`config.mk`:
```
export PLATFORM = sky130hd
export DESIGN_NAME = mot_ctrl
export DESIGN_NICKNAME = d
export VERILOG_FILES = /design/src/rtl/core/mot_pkg.sv /design/src/rtl/core/mot_ctrl.sv
export SDC_FILE = /design/constraint.sdc
export NUM_CORES = 1
export LEC_CHECK = 0
export ABC_CLOCK_PERIOD_IN_PS = 1500
export BUFFER_PORTS_ARGS = -buffer_cell sky130_fd_sc_hd__buf_2
export CELL_PAD_IN_SITES_DETAIL_PLACEMENT = 1
export CELL_PAD_IN_SITES_GLOBAL_PLACEMENT = 1
export CORE_UTILIZATION = 26
export DETAILED_ROUTE_END_ITERATION = 8
export PLACE_DENSITY_LB_ADDON = 0.1
export SYNTH_ARGS = -nofsm -noshare
export SYNTH_HDL_FRONTEND = slang
export SYNTH_SLANG_ARGS = --single-unit
```
`constraint.sdc`:
```
create_clock -name clock -period 1.5 [get_ports clock]
set_clock_uncertainty 0.2 [all_clocks]
set_input_delay 0.15 -clock clock [delete_from_list [all_inputs] [get_ports clock]]
set_output_delay 0.15 -clock clock [all_outputs]
set_load 0.02 [all_outputs]
```
`src/rtl/core/mot_pkg.sv`:
```
package mot_pkg;

   localparam int MOT_MAX_ITEMS = 1024;
   localparam int MOT_VALUE_W = 32;

   // reset value of both candidates
   localparam logic signed [MOT_VALUE_W-1:0] MOT_INT_MIN = {1'b1, {(MOT_VALUE_W-1){1'b0}}};

   typedef enum logic [1:0] {
      RSP_SEL_NONE   = 2'd0,
      RSP_SEL_FIRST  = 2'd1,
      RSP_SEL_SECOND = 2'd2
   } rsp_sel_type;

   typedef struct packed {
      logic        load;        // input word accepted
      logic        scan_start;  // rewind the recount pass
      logic        scan_step;   // issue one buffer read
      logic        rsp_load;    // capture a result word
      rsp_sel_type rsp_sel;
      logic        rsp_end;
      logic        clear;       // back to the empty set
   } mot_cmd_type;

   typedef struct packed {
      logic scan_last;   // read address is at the last stored word
      logic hit_first;
      logic hit_second;  // already excludes an equal first candidate
   } mot_status_type;

endpackage

```
`src/rtl/core/mot_ctrl.sv`:
```
module mot_ctrl import mot_pkg::*; (
   input  logic           clock,
   input  logic           reset,
   input  logic           req_valid,
   input  logic           req_last,
   output logic           req_stall,
   output logic           rsp_valid,
   input  logic           rsp_stall,
   input  mot_status_type status,
   output mot_cmd_type    cmd
);

   typedef enum logic [5:0] {
      ST_LOAD       = 6'b000001,
      ST_SCAN       = 6'b000010,
      ST_TAIL       = 6'b000100,
      ST_EVAL       = 6'b001000,
      ST_SEND_FIRST = 6'b010000,
      ST_SEND_LAST  = 6'b100000
   } state_type;

   state_type state_ff;
   state_type state_in;
   logic      req_accept;

   assign req_stall  = (state_ff != ST_LOAD);
   assign rsp_valid  = (state_ff == ST_SEND_FIRST) || (state_ff == ST_SEND_LAST);
   assign req_accept = req_valid && (state_ff == ST_LOAD);

   always_comb begin
      state_in       = state_ff;
      cmd            = '0;
      cmd.rsp_sel    = RSP_SEL_NONE;
      cmd.load       = req_accept;
      case (state_ff)
         ST_LOAD: begin
            if (req_accept && req_last) begin
               cmd.scan_start = 1'b1;
               state_in       = ST_SCAN;
            end
         end
         ST_SCAN: begin
            cmd.scan_step = 1'b1;
            if (status.scan_last) begin
               state_in = ST_TAIL;
            end
         end
         ST_TAIL: begin
            // last read word is counted on this edge
            state_in = ST_EVAL;
         end
         ST_EVAL: begin
            cmd.rsp_load = 1'b1;
            if (status.hit_first) begin
               cmd.rsp_sel = RSP_SEL_FIRST;
               cmd.rsp_end = !status.hit_second;
               state_in    = status.hit_second ? ST_SEND_FIRST : ST_SEND_LAST;
            end else if (status.hit_second) begin
               cmd.rsp_sel = RSP_SEL_SECOND;
               cmd.rsp_end = 1'b1;
               state_in    = ST_SEND_LAST;
            end else begin
               cmd.rsp_sel = RSP_SEL_NONE;
               cmd.rsp_end = 1'b1;
               state_in    = ST_SEND_LAST;
            end
         end
         ST_SEND_FIRST: begin
            if (!rsp_stall) begin
               cmd.rsp_load = 1'b1;
               cmd.rsp_sel  = RSP_SEL_SECOND;
               cmd.rsp_end  = 1'b1;
               state_in     = ST_SEND_LAST;
            end
         end
         ST_SEND_LAST: begin
            if (!rsp_stall) begin
               cmd.clear = 1'b1;
               state_in  = ST_LOAD;
            end
         end
         default: begin
            state_in = ST_LOAD;
         end
      endcase
   end

   always_ff @(posedge clock) begin
      if (reset) begin
         state_ff <= ST_LOAD;
      end else begin
         state_ff <= state_in;
      end
   end

endmodule

```
======== Yosys cells after proc, flatten, opt, wreduce, memory -nomap -nowiden ========
Index checks and enable logic that the tools add are counted.
Widths: inputs -> output; s select.
word-level totals
  flip-flop bits (word level) ............. 6
  bits of input ports ..................... 8
  output and inout bits ................... 10
  logic and storage cells ................. 33
cells by class
  eq/ne operators ......................... 11
  multiplexer cells ....................... 16
  reductions and logical operators ........ 5
operator list
  operator            number
  $mux 6              6
  $pmux 6 s6          1
  $pmux 4 s2          1
  $eq 6x1->1 const B  1
  $eq 6x2->1 const B  1
  $eq 6x3->1 const B  1
  $eq 6x4->1 const B  1
  $eq 6x5->1 const B  1
  $eq 6x6->1 const B  1
  $mux 3              2
  $ne 2x2->1 const B  3
  $ne 6x1->1 const B  1
  $mux 1              5
  $mux 4              1
  $reduce_and 4->1    1
  $logic_and 1x1->1   2
  $ne 2x1->1 const B  1
  $logic_not 1->1     1
  $logic_or 1x1->1    1

======== Logic depth before layout (Yosys ltp) ========
  depth after elaboration ................. 5
  gate-level depth with buffers ........... 4
  mapped depth without buffers ............ 4

======== Worst setup path after synthesis ========
Ideal clock, no wire load.
  kind .................................... register to output
  start point ............................. register state_ff[3]
  end point ............................... output cmd[3] (netlist name)
  data arrival time ....................... 1.492 ns
  required time ........................... 1.150 ns
  path slack .............................. -0.342 ns
  stages on the path, launching flop included .. 4
  buffers on the path ..................... 0
  cell sequence ........................... dfxtp_1 or4_4 or3_1 o21ai_0
RTL lines
  item                    RTL line        source
  start, declared         mot_ctrl.sv:22  state_type state_ff;
  start signal, assigned  mot_ctrl.sv:92  state_ff <= state_in;
  end, declared           mot_ctrl.sv:10  output mot_cmd_type cmd

==> flow_metrics.env <==
export IMPL_grt_max_degree=6
export IMPL_violated_checks="negative setup slack"
export IMPL_insertion_delay_to_the_later_sink_of_the_worst_skew_pair_ns=0.25
export IMPL_n_antenna_cell=0
export IMPL_initial_utilization_pct=29.3
export IMPL_ys_dominant_reg_cell="sky130_fd_sc_hd__dfxtp_1"
export IMPL_first_global_vias=616
export IMPL_drive_gt1_share_pct=67.3
export IMPL_drc=0
export IMPL_yosys_synthesis_warning_count=0
export IMPL_synth_cells=56
export IMPL_holdWs_ns=0.0393
export IMPL_timing_critical_path_to_type="output pin"
export IMPL_wire_length_reported_by_the_detailed_router_mm=1.98
export IMPL_port_buffer_cells=17
export IMPL_final_hold_violation_count=0
export IMPL_cts_num_sinks=6
export IMPL_die_extent_in_x_um=41.5
export IMPL_outcome="finished, violations left"
export IMPL_timing_setup_tns_ns=-5.47
export IMPL_via_per_inst=5.35
export IMPL_async_reset_ff_share_pct=0
export IMPL_cts_htree_levels=1
export IMPL_power_total_mw=0.585
export IMPL_period_share_pct=136
export IMPL_syn_nets=64
export IMPL_largest_register="state_ff"
export IMPL_floorplan_io_pins=18
export IMPL_dpl_instance_area_um2=624
export IMPL_number_of_antenna_violations_at_the_first_check_in_global_routing=0
export IMPL_layout_nets=111
export IMPL_power_density_nw_per_um2=651
export IMPL_grtUsageTotal_pct=20.6
export IMPL_num_vias=621
export IMPL_finalWorstPathRequiredPeriod_ns=2.05
export IMPL_drv_slew=0
export IMPL_rsz_0062_raised_after_global_routing="true"
export IMPL_synthDistinctLibCells=25
export IMPL_layout_cells_most_common_list="21 x sky130_fd_sc_hd__buf_4, 14 x sky130_fd_sc_hd__buf_6, 7 x sky130_fd_sc_hd__buf_2"
export IMPL_timing_critical_path_fanout_max=3
export IMPL_ir_worst_vdd_mv=0.410
export IMPL_cp_data_required_time_ns=1.15
export IMPL_maxClockFrequency_ghz=0.488
export IMPL_cts_reportedPaths_clkPinSlew_ns=0.05
export IMPL_worstMarginPinSlew_ns=0.229
export IMPL_flow_area_growth_from_synthesis_pct=122
export IMPL_synthesis_area_um2=405
export IMPL_globalRoute_totalOverflow=0
export IMPL_leakagePower_nw=0.426
export IMPL_synth_yosys_seq_area_share_pct=29.6
export IMPL_routedWlPerCell_um=17.1
export IMPL_layout_commonest_cell="sky130_fd_sc_hd__buf_4"
export IMPL_largest_register_ffs=6
export IMPL_slew_limit_headroom_pct=84.7
export IMPL_antenna_violating_nets_post_route=0
export IMPL_dp_hpwl_mm=1.07
export IMPL_setup_viol_count_final=16
export IMPL_rows=13
export IMPL_routability_congestion_estimate=0.843
export IMPL_first_iter_violations=11
export IMPL_worst_setup_path_type="flip-flop to output pin"
export IMPL_hp_class="input port to flip-flop"
export IMPL_timing_final_ws_setup_ns=-0.547
export IMPL_final_cell_area_um2=898
export IMPL_detailedPlace_worstSlack_ns=-0.328
export IMPL_critPathLaunchType="flip-flop"
export IMPL_die_height_um=41.5
export IMPL_synth_enable_flop_cells=0
export IMPL_grt_pass1_wl_mm=2.68
export IMPL_dr_pass1_iters=4
export IMPL_design_core_area_um2=1380
export IMPL_clock_path_buffers=2
export IMPL_inserted_clock_buffers=3
export IMPL_cap_viol_max_count=0
export IMPL_cts_root_buf="sky130_fd_sc_hd__clkbuf_4"
export IMPL_synth_area_per_cell_um2=7.24
export IMPL_timing_critical_path_arrival_ns=1.70
export IMPL_top_regs="state_ff x6"
export IMPL_ff_latch_count_synth=6
export IMPL_fp_dieArea_um2=1720
export IMPL_cts_tree="yes"
==> layout make-up <==
cell class                      instances  area, um^2
Timing Repair Buffer                   43         360
Clock buffer                            3        22.5
Fill cell                             156         484
Inverter                                5        21.3
Multi-Input combinational cell         44         348
Sequential cell                         6         128
Tap cell                               15        18.8
==> metal layers <==
layer	GRT usage [%]	vias to the layer above	part of all wire, %
met2	39.4	29	54
li1	-	288	-
met4	11.0	0	5.1
met5	0	-	0
met1	21.0	292	37
met3	3.04	12	4.3
==> power by group <==
group | switching, mW | internal (mW) | total, mW
combinational | 0.116 | 0.136 | 0.253
sequential | 0.00555 | 0.168 | 0.173
clock | 0.0676 | 0.0912 | 0.159
total | 0.190 | 0.395 | 0.585
==> timing repair <==
item                                    in CTS  in global routing
pin swaps                                   10                  8
endpoints found under the setup margin      16                 16
hold endpoints to repair                     1                  0
resized for setup                           33                 15
hold buffers                                 1                  0
buffers inserted                             8                  5
==> critical path, stage by stage (launching register included) <==
cell	delay, ns
sky130_fd_sc_hd__dfxtp_2	0.31
sky130_fd_sc_hd__or4_4	0.53
sky130_fd_sc_hd__or3_4	0.41
sky130_fd_sc_hd__nand2_2	0.09
sky130_fd_sc_hd__buf_6	0.11
==> worst paths after layout <==
path	slack, ns	startpoint	to	depth (start not counted)
min	0.04	status[2]	state_ff[0]$_SDFFE_PP1P_	3
min reg2reg	0.47	state_ff[2]$_SDFFE_PP0P_	state_ff[3]$_SDFFE_PP0P_	3
max reg2reg	-0.35	state_ff[3]$_SDFFE_PP0P_	state_ff[1]$_SDFFE_PP0P_	5
max	-0.55	state_ff[3]$_SDFFE_PP0P_	cmd[1]	4
==> cell usage after synthesis (2+ instances only) <==
cell type	instances	share of area, %
sky130_fd_sc_hd__nor2_1	8	7.4
sky130_fd_sc_hd__inv_1	5	4.6
sky130_fd_sc_hd__nand2b_1	4	6.2
sky130_fd_sc_hd__nor3_1	4	4.9
sky130_fd_sc_hd__dfxtp_1	6	30
sky130_fd_sc_hd__a21oi_1	3	3.7
sky130_fd_sc_hd__nand4b_1	2	4.3
sky130_fd_sc_hd__nand4_1	2	3.1
sky130_fd_sc_hd__nand3_1	2	2.5
sky130_fd_sc_hd__nand2_1	5	4.6
==> kinds of logic after synthesis <==
family / after synthesis / synth area share (%)
buffers and inverters: 6 / 6.48
DFF: 6 / 29.6
AOI/OAI and AO/OA: 10 / 17.0
xor gates and xnor gates: 1 / 2.16
muxes: 1 / 2.47
and+or+nand+nor: 32 / 42.3
==> stage by stage <==
step / utilization [%] / std cells
detailed placement: 45.2 / 101
floorplan: - / 56
finish: 65.0 / 116
CTS: 59.5 / 113
global route: 65.0 / 116
global placement: 45.2 / 101
Power figures use the tool's default switching activity.
